File: src/hdl/mmh_pkg.sv
// shared types, constants and codes for the multilane mix64 hash
package mmh_pkg;

  localparam int MAX_LANES = 4;
  localparam int MODE_W = 3;

  localparam logic [63:0] MIX_K1 = 64'hbf58476d1ce4e5b9;
  localparam logic [63:0] MIX_K2 = 64'h94d049bb133111eb;

  localparam logic [1:0] REQ_WORD = 2'd0;
  localparam logic [1:0] REQ_TAIL = 2'd1;
  localparam logic [1:0] REQ_FINISH = 2'd2;
  localparam logic [1:0] REQ_RSV = 2'd3;

  localparam logic [MODE_W-1:0] MODE_16 = 3'd0;
  localparam logic [MODE_W-1:0] MODE_32 = 3'd1;
  localparam logic [MODE_W-1:0] MODE_64 = 3'd2;
  localparam logic [MODE_W-1:0] MODE_128 = 3'd3;
  localparam logic [MODE_W-1:0] MODE_256 = 3'd4;

  typedef struct packed {
    logic [1:0] req_type;
    logic [63:0] data_word;
  } mmh_in_t;

  typedef struct packed {
    logic [63:0] digest_word;
    logic last_word;
  } mmh_out_t;

  typedef enum logic [2:0] {
    ST_IDLE,
    ST_PREP,
    ST_MUL0,
    ST_MUL1,
    ST_MUL2,
    ST_FIN
  } state_t;

  typedef enum logic [2:0] {
    OP_NONE,
    OP_CAPTURE,
    OP_PREP,
    OP_MUL0,
    OP_MUL1,
    OP_MUL2,
    OP_EMIT
  } dp_op_t;

  typedef struct packed {
    dp_op_t op;
    logic second;
  } dp_cmd_t;

  typedef struct packed {
    logic [1:0] req_type;
    logic emit_busy;
  } dp_stat_t;

endpackage

File: src/hdl/mmh_ctrl.sv
// sequencer for the round steps, finish and digest hand-off
module mmh_ctrl (
  input  logic clk,
  input  logic rst,
  input  logic in_valid,
  input  logic [1:0] in_type,
  input  mmh_pkg::dp_stat_t stat,
  output logic in_stall,
  output mmh_pkg::dp_cmd_t cmd
);

  mmh_pkg::state_t state, state_next;
  logic second;

  always_ff @(posedge clk) begin
    if (rst) begin
      state <= mmh_pkg::ST_IDLE;
      second <= 1'b0;
    end else begin
      state <= state_next;
      if (state == mmh_pkg::ST_PREP) begin
        second <= 1'b0;
      end else if (state == mmh_pkg::ST_MUL2) begin
        second <= 1'b1;
      end
    end
  end

  always_comb begin
    state_next = state;
    unique case (state)
      mmh_pkg::ST_IDLE: begin
        if (in_valid && (in_type != mmh_pkg::REQ_RSV)) state_next = mmh_pkg::ST_PREP;
      end
      mmh_pkg::ST_PREP: state_next = mmh_pkg::ST_MUL0;
      mmh_pkg::ST_MUL0: state_next = mmh_pkg::ST_MUL1;
      mmh_pkg::ST_MUL1: state_next = mmh_pkg::ST_MUL2;
      mmh_pkg::ST_MUL2: begin
        if (!second) state_next = mmh_pkg::ST_MUL0;
        else if (stat.req_type == mmh_pkg::REQ_FINISH) state_next = mmh_pkg::ST_FIN;
        else state_next = mmh_pkg::ST_IDLE;
      end
      mmh_pkg::ST_FIN: begin
        if (!stat.emit_busy) state_next = mmh_pkg::ST_IDLE;
      end
      default: state_next = mmh_pkg::ST_IDLE;
    endcase
  end

  always_comb begin
    in_stall = (state != mmh_pkg::ST_IDLE);
    cmd.second = second;
    unique case (state)
      mmh_pkg::ST_IDLE: cmd.op = in_valid ? mmh_pkg::OP_CAPTURE : mmh_pkg::OP_NONE;
      mmh_pkg::ST_PREP: cmd.op = mmh_pkg::OP_PREP;
      mmh_pkg::ST_MUL0: cmd.op = mmh_pkg::OP_MUL0;
      mmh_pkg::ST_MUL1: cmd.op = mmh_pkg::OP_MUL1;
      mmh_pkg::ST_MUL2: cmd.op = mmh_pkg::OP_MUL2;
      mmh_pkg::ST_FIN: cmd.op = stat.emit_busy ? mmh_pkg::OP_NONE : mmh_pkg::OP_EMIT;
      default: cmd.op = mmh_pkg::OP_NONE;
    endcase
  end

endmodule

File: config.mk
export PLATFORM = sky130hd
export DESIGN_NAME = mmh_ctrl
export DESIGN_NICKNAME = d
export VERILOG_FILES = /design/src/hdl/mmh_pkg.sv /design/src/hdl/mmh_ctrl.sv
export SDC_FILE = /design/constraint.sdc
export NUM_CORES = 1
export LEC_CHECK = 0
export ABC_AREA = 1
export BUFFER_PORTS_ARGS = -buffer_cell sky130_fd_sc_hd__buf_2
export CAP_MARGIN = 20
export CELL_PAD_IN_SITES_DETAIL_PLACEMENT = 0
export CELL_PAD_IN_SITES_GLOBAL_PLACEMENT = 2
export CORE_MARGIN = 3
export CORE_UTILIZATION = 18
export CTS_CLUSTER_SIZE = 16
export DETAILED_ROUTE_END_ITERATION = 16
export GPL_ROUTABILITY_DRIVEN = 0
export GPL_TIMING_DRIVEN = 1
export PLACE_DENSITY = 0.77
export SETUP_SLACK_MARGIN = 0.3
export SYNTH_ARGS = -nofsm -noshare
export SYNTH_HDL_FRONTEND = slang
export SYNTH_SLANG_ARGS = --single-unit
File: constraint.sdc
create_clock -name clk -period 1 [get_ports clk]
set_clock_uncertainty 0.1 [all_clocks]
set_input_delay 0.2 -clock clk [delete_from_list [all_inputs] [get_ports clk]]
set_output_delay 0.2 -clock clk [all_outputs]
set_load 0.02 [all_outputs]
======== Yosys cells after proc, flatten, opt, wreduce, memory -nomap -nowiden ========
Index checks and enable logic that the tools add are counted.
operators by class
  add/subtract/negate cells ............... 0
  multiply operators ...................... 0
  div/mod/pow operators ................... 0
  magnitude comparators ................... 0
  equality and inequality tests ........... 9
  shift operators ......................... 0
  mux-type cells .......................... 8
  bitwise logic cells ..................... 0
  reductions and logical operators ........ 5
operators with widths
  cell                count
  $pmux 3 s6          2
  $mux 3              5
  $eq 3x2->1 const B  2
  $eq 3x3->1 const B  2
  $ne 2x2->1 const B  3
  $eq 3x1->1 const B  1
  $logic_not 3->1     1
  $reduce_bool 3->1   1
  $eq 2x2->1 const B  1
  $reduce_and 2->1    1
  $reduce_or 2->1     1
  $logic_and 1x1->1   1
  $mux 1              1
storage, ports and cells
  bits in registers ....................... 4
  bits in latches ......................... 0
  bits in writable memories ............... 0
  bits in read-only memories .............. 0
  bits of input ports ..................... 8
  output and inout bits ................... 5
  word-level logic and storage cells ...... 24
  memories kept ........................... 0

======== Longest topological paths before layout ========
Gate-level depths: netlist of run 1.
  depth after elaboration ................. 4
  mapped depth ............................ 7
  gate-level depth less buffers ........... 7

======== Worst setup path before layout of run 1 ========
Ideal clock, no wire load.
  kind .................................... flip-flop to output port
  start ................................... register state[0]
  end ..................................... output port cmd[1] in the netlist's numbering
  arrival time ............................ 1.015 ns
  data required time ...................... 0.700 ns
  path slack .............................. -0.315 ns
  cell stages (with the launch flop) ...... 4
  cell sequence ........................... dfxtp_1 nor2_2 nand2_2 o211ai_1
RTL lines
  item                    RTL line        text
  start, declared         mmh_ctrl.sv:12  mmh_pkg::state_t state, state_next;
  start signal, assigned  mmh_ctrl.sv:17  state <= mmh_pkg::ST_IDLE;
  start signal, assigned  mmh_ctrl.sv:20  state <= state_next;
  end, declared           mmh_ctrl.sv:9   output mmh_pkg::dp_cmd_t cmd

==> key figures, run 1 <==
Run status
  • Status: complete, but fails checks
  • Failing checks: setup timing

Final layout
  • P&R area growth vs syn: 88.8%
  • Number of non-filler instances in the completed layout: 84
  • Antenna Cells: 0
  • Final net count: 78
  • Share of cells above drive strength 1: 0.623

Synth
  • Asr flop ratio synth: 0
  • Cell Area, Synth: 279 um^2
  • Yosys top cell area share: 0.287
  • Synth top area cells: dfxtp_1, inv_1, nand2_1
  • Most frequent cell after synthesis: inv_1
  • Seq/Total Area, Yosys: 0.287
  • Synthesized netlist net count: 51
  • Post-synth EDFFs: 0
  • Library cells used by synthesis: 16
  • Synth top cells by count: inv_1, nand2_1, nand3_1
  • Syn avg cell area: 6.49 um^2
  • Post-Synthesis Cells: 43
  • Predominant post-synthesis flop cell: dfxtp_1
  • Number of synthesized register bits: 4
  • Yosys Warn Count: 0
  • Yosys top cell by area: dfxtp_1

Critical path
  • Crit-path leading delay family: flip-flops
  • Critical Path RT: ~0.7 ns
  • Crit-path max FO: 3
  • Crit path kind: register to primary output
  • CP Launch Type: register
  • Crit-path cells: nor2_4, nand2_4, o211ai_1, buf_4
  • Buffer and inverter count on the worst path: 1
  • Slowest-stage cell, CP: dfxtp_4
  • Crit path largest cell delay: 0.35 ns
  • Worst path arrival time: about 1.1 ns
  • Setup crit end kind: primary output

Die
  • Num ports: 13
  • Rows: 13
  • Die area: roughly 2000 um^2
  • Die Ht: ~45 um
  • Placeable core region: 1380 um^2
  • Initial Utilization: 0.202
  • Die W: 45.4 um

Run
  • MaxCap Viol Count: 0

Clocking
  • CTS max path bufs: 2
  • Clk slew on worst S/H paths: around 0.04 ns
  • Root Buffer: clkbuf_4
  • Cts bufs inserted: 3
  • Clk sink count: 4
  • H-tree depth: 1
  • Clock tree from TritonCTS: built
  • Clock latency on the worst-skew pair: 0.24 ns

Power
  • Sequential power share: 0.268
  • Clk network pwr share: 0.284
  • Psw: 0.000271 W
  • Internal power: 0.000519 W
  • Leak pwr: between 0.2 and 0.3 nW
  • Maximum vdd drop: 698 uV
  • Power Dens Cells: 1500 nW/um^2
  • Combinational power share: 0.448
  • Net switching fraction of the power: 0.343

Drt
  • Antenna-violating nets left: 0
  • Pre-antenna DRT Iters: 4
  • Total number of vias: about 350
  • Vias per cell: 4.18
  • Wire length per cell: 9.62 um
  • Residual DRC count: 0
  • Drt first-iter violations: 14
  • Final WL: 808 um

Placement
  • Number of port buffers: 12
  • Hpwl dp: 626 um
  • Placed insts: 77

STA
  • Final period utilization: 1.44
  • RSZ-0062 raised after global routing: yes
  • Slew at the pin with the worst max-slew slack: approximately 0.17 ns
  • Hold Slack: ~0.06 ns
  • Final hold vios: 0
  • Final Slew Violations: 0
  • Min Tclk post-route: between 1 and 1.5 ns
  • Slew HR: 0.886
  • Setup ws final: -0.438 ns
  • # setup viols final: 8
  • Max frequency: 695 MHz

Global routing
  • Vias in the first global route: 354
  • Total track usage: 0.0942
  • Largest net degree at the start of global routing: 6
  • Number of antenna violations at the first check in global routing: 0
  • Grt ovf: 0
  • Global-route wire length before repair: 1300 um

Hold path
  • Hold Path Class: input pin to register
-- cell families after synthesis --
logic type      after synthesis  synth area share
flops                         4             0.287
buf+inv                      12             0.175
compound gates                5             0.126
simple gates                 22             0.413
-- registers in the layout, summed over array words and instances, names as in the netlist --
signal	count
state	3
second	1
-- per-stage QoR --
stage	area [um^2]	total power [W]	setup slack, ns	setup TNS [ns]	util
after floorplan	310	0.000379	-0.277	-0.525	-
after global placement	438	0.000506	-0.241	-1.33	0.317
after detailed placement	438	0.000508	-0.271	-1.43	0.317
after CTS	515	0.000799	-0.459	-2.54	0.373
after global routing	527	0.000839	-0.501	-2.87	0.381
final	527	0.000790	-0.438	-2.34	0.381
-- cells in the final DEF (no fill, tap or decap) --
cell,n
nor2_1,4
nor2_4,1
buf_2,7
inv_4,1
a21oi_2,1
nand2_1,5
nand3_1,3
a31oi_1,1
inv_1,8
nor2_2,1
nand2_4,1
clkbuf_1,1
nand2_2,3
nor3_4,1
buf_4,12
buf_6,4
clkbuf_4,3
nand3_2,2
inv_2,2
dfxtp_4,3
o211ai_1,1
nor3b_1,1
a21oi_1,1
o21bai_1,1
dfxtp_2,1
-- final timing paths --
kind                            slack, ns      from  cells past startpoint        to
worst max-delay path                -0.44  state[2]                      4    cmd[1]
worst min-delay path                 0.06       rst                      2  state[0]
worst max register to register      -0.23  state[1]                      7  state[0]
worst min register to register       0.46    second                      3  state[1]
-- cell type report --
class                      instances  area, um^2
fill                             146         856
clock buffer                       4        26.3
inverter                          11        43.8
tap                               15        18.8
timing repair buffer              23         170
multi-input combinational         27         175
sequential                         4        92.6
-- per-layer routing --
metal	share of wire	global-route usage
met1	0.35	0.0835
met2	0.58	0.161
met3	0.042	0.0356
met4	0.026	0.0877
met5	0	0
-- repair_timing --
item                       4_1_cts  5_1_grt
resized for setup               14        1
setup endpoints to repair        9        9
cloned                           0        0
setup buffers                    2        1
pin swaps                        4        1
hold buffers                     0        0
-- power by group through the flow --
stage               Sequential, W  Clock [W]  Combinational [W]
floorplan                0.000209          0           0.000170
global placement         0.000211          0           0.000295
detailed placement       0.000212          0           0.000296
CTS                      0.000211   0.000232           0.000356
global route             0.000214   0.000242           0.000383
finish                   0.000211   0.000224           0.000354
Power figures use the tool's default switching activity.
==> inputs of run 2 (changes only) <==
- CORE_MARGIN: 3 -> 2
- PLACE_DENSITY: 0.77 -> 0.65
==> run 2 against run 1 <==
The flow still finishes with violations (setup timing). Maximum frequency fell by 0.32%. First-iteration DRC count fell by 100%. Core utilization rose by 1.5 points. Sequential share of layout area fell by 1.7 points. Clock power rose by 2%. Worst hold slack improved by 0.0075 ns. Non-clock buffer count rose by 2. Critical endpoint unchanged. Largest power group unchanged.
==> key figures, run 2 (synthesis results as in run 1) <==
Clocking
  • CTS max path bufs: 2 (unchanged)
  • Clock latency on the worst-skew pair: 0.24 ns (about the same)
  • Cts hold-fix bufs: 0 (unchanged)
  • Clock tree from TritonCTS: built
  • H-tree depth: 1 (unchanged)
  • Clk sink count: 4 (unchanged)
  • Clk slew on worst S/H paths: 0.04 ns (about the same)
  • Root Buffer: clkbuf_4
  • Cts bufs inserted: 3 (unchanged)

Run status
  • Status: complete, but fails checks
  • Failing checks: setup timing

Critical path
  • Crit-path cells: nor2_4, nand2_4, o211ai_1, buf_4
  • R2R cell count: 8 (+1)
  • CP Launch Type: register
  • Critical Path RT: 0.70 ns (about the same)
  • Worst path arrival time: 1.14 ns (about the same)
  • Slowest-stage cell, CP: dfxtp_4
  • Crit-path max FO: 3 (unchanged)
  • Crit path largest cell delay: 0.35 ns (about the same)
  • FF-to-FF End: state[0]
  • R2R setup slack: -0.27 ns (-0.04 ns)
  • Launch point of the worst reg-to-reg path: state[2]
  • Crit path kind: register to primary output
  • Setup crit end kind: primary output

Final layout
  • Largest registers: state: 3 flops, second: 1 flops
  • Commonest non-fill, non-tap cells in the layout: buf_4, inv_1, buf_2
  • FILL cells: 161 (+10%)
  • Commonest non-fill, non-tap cell in the layout: buf_4
  • P&R area growth vs syn: 109%
  • Most flop-heavy register: state
  • Cell area after layout: 583 um^2 (+11%)
  • Number of flip-flops under the largest register name: 3 (unchanged)
  • Final net count: 80 (+2.6%)
  • Antenna Cells: 0 (unchanged)
  • Share of cells above drive strength 1: 0.732 (+0.109)

Die
  • Die W: 43.4 um (-4.4%)
  • Placeable core region: 1470 um^2 (+6.4%)
  • Rows: 14 (+1)
  • Die area: 1880 um^2 (-8.6%)
  • Die Ht: 43.4 um (-4.4%)
  • Initial Utilization: 0.190 (-0.0122)
  • Num ports: 13 (unchanged)

Drt
  • Vias per cell: 4.22 (+0.95%)
  • Wire length per cell: 9.22 um (-4.2%)
  • Pre-antenna DRT Iters: 1 (-3)
  • Residual DRC count: 0 (unchanged)
  • Drt first-iter violations: 0 (-14)
  • Total number of vias: 367 (+4.6%)
  • Antenna-violating nets left: 0 (unchanged)
  • Final WL: 802 um (-0.74%)

STA
  • RSZ-0062 raised after global routing: yes
  • Slew HR: 0.876 (-0.0109)
  • # setup viols final: 9 (+1)
  • Final Slew Violations: 0 (unchanged)
  • Setup ws final: -0.443 ns (-0.00465 ns)
  • Slew at the pin with the worst max-slew slack: 0.186 ns (+0.0164 ns)
  • Final period utilization: 1.44 (+0.00465)
  • Min Tclk post-route: 1.44 ns (+0.00465 ns)
  • Final hold vios: 0 (unchanged)
  • Max frequency: 693 MHz (-0.32%)
  • Hold Slack: 0.0663 ns (+0.00754 ns)
  • Post-route setup TNS: -2.40 ns (-0.0631 ns)

Global routing
  • Number of antenna violations at the first check in global routing: 0 (unchanged)
  • Vias in the first global route: 353 (-0.28%)
  • Grt ovf: 0 (unchanged)
  • Met3 Usage GRT: 0.0125 (-0.0231)
  • Largest net degree at the start of global routing: 6 (unchanged)
  • Grt peak-use layer: met2
  • Total track usage: 0.0971 (+0.00292)
  • Global routing usage on met2: 0.164 (+0.00316)
  • Global-route wire length before repair: 1300 um (unchanged)
  • M1 GR Usage: 0.0951 (+0.0116)

Hold path
  • Hold Path Class: input pin to register
  • Hold Path Cell Cnt: 2 (unchanged)
  • WHS Endpoint: state[0]
  • Hold Startpoint: rst

Run
  • MaxCap Viol Count: 0 (unchanged)

Power
  • Maximum vdd drop: 470 uV (-33%)
  • Leak pwr: 0.322 nW (+12%)
  • Power Dens Cells: 1460 nW/um^2 (-2.6%)

Placement
  • Hpwl dp: 575 um (-8.2%)
  • Placed Area: 452 um^2 (+3.1%)
  • Number of port buffers: 12 (unchanged)
run 2: cell types whose count changed in the layout (fill, tap and decap cells not counted):
cell	delta
nor2_2	+2
nor3b_2	+1
nand2_1	-3
nand3_2	+1
nand2_4	+1
buf_12	+1
nand3_1	-1
nand2_2	+2
nor2_1	-2
nor3b_1	-1
buf_4	+1
run 2: layer usage:
| metal | up-vias | wire length (um) |
|---|---|---|
| met2 | 2 | 472 |
| met4 | 0 | 0 |
| met1 | 174 | 327 |
| met3 | 0 | 3 |
| li1 | 191 | - |
| met5 | - | 0 |
run 2: power by group:
part	internal (W)	switching (W)	leakage, nW
Sequential	0.000180	0.0000299	0.0353
Combinational	0.000228	0.000184	0.271
Clock	0.000151	0.0000788	0.0150
Total	0.000559	0.000293	0.322
run 2: final cells by class:
| type | count | area (um^2) | share of cell area |
|---|---|---|---|
| tap | 16 | 20.0 | 0.0343 |
| inverter | 11 | 43.8 | 0.0751 |
| multi-input combinational | 27 | 203 | 0.348 |
| sequential | 4 | 92.6 | 0.159 |
| clock buffer | 4 | 26.3 | 0.0451 |
| timing repair buffer | 25 | 198 | 0.339 |
run 2: stage by stage:
stage          worst slack (ns)  utilization  instances  power, W
6_report                 -0.443        0.396         87  0.000852
5_1_grt                  -0.511        0.396         87  0.000914
4_1_cts                  -0.453        0.372         85  0.000839
3_5_place_dp             -0.237        0.307         78  0.000535
3_3_place_gp             -0.242        0.307         78  0.000538
2_1_floorplan            -0.277            -         43  0.000379
run 2: critical path: cells and delay by family (launching register included):
family                 cells  cell delay, ns
AO/OA/AOI/OAI              1            0.16
AND/OR/NAND/NOR            2            0.23
buffers and inverters      1            0.17
flip-flops                 1            0.35
run 2: timing repair:
action	in CTS	in global routing
setup buffers	3	2
pin swaps	6	3
gates resized for setup	16	7
endpoints found under the hold margin	0	0
setup endpoints to repair	9	9
run 2: worst max-delay path by stage:
stage / cells past startpoint / slack (ns) / to / start
floorplan: 3 / -0.28 / cmd[1] / state[0]
global placement: 4 / -0.24 / cmd[1] / state[0]
detailed placement: 5 / -0.24 / cmd[1] / state[2]
CTS: 5 / -0.45 / cmd[1] / state[2]
global route: 5 / -0.51 / cmd[1] / state[2]
finish: 4 / -0.44 / cmd[1] / state[2]
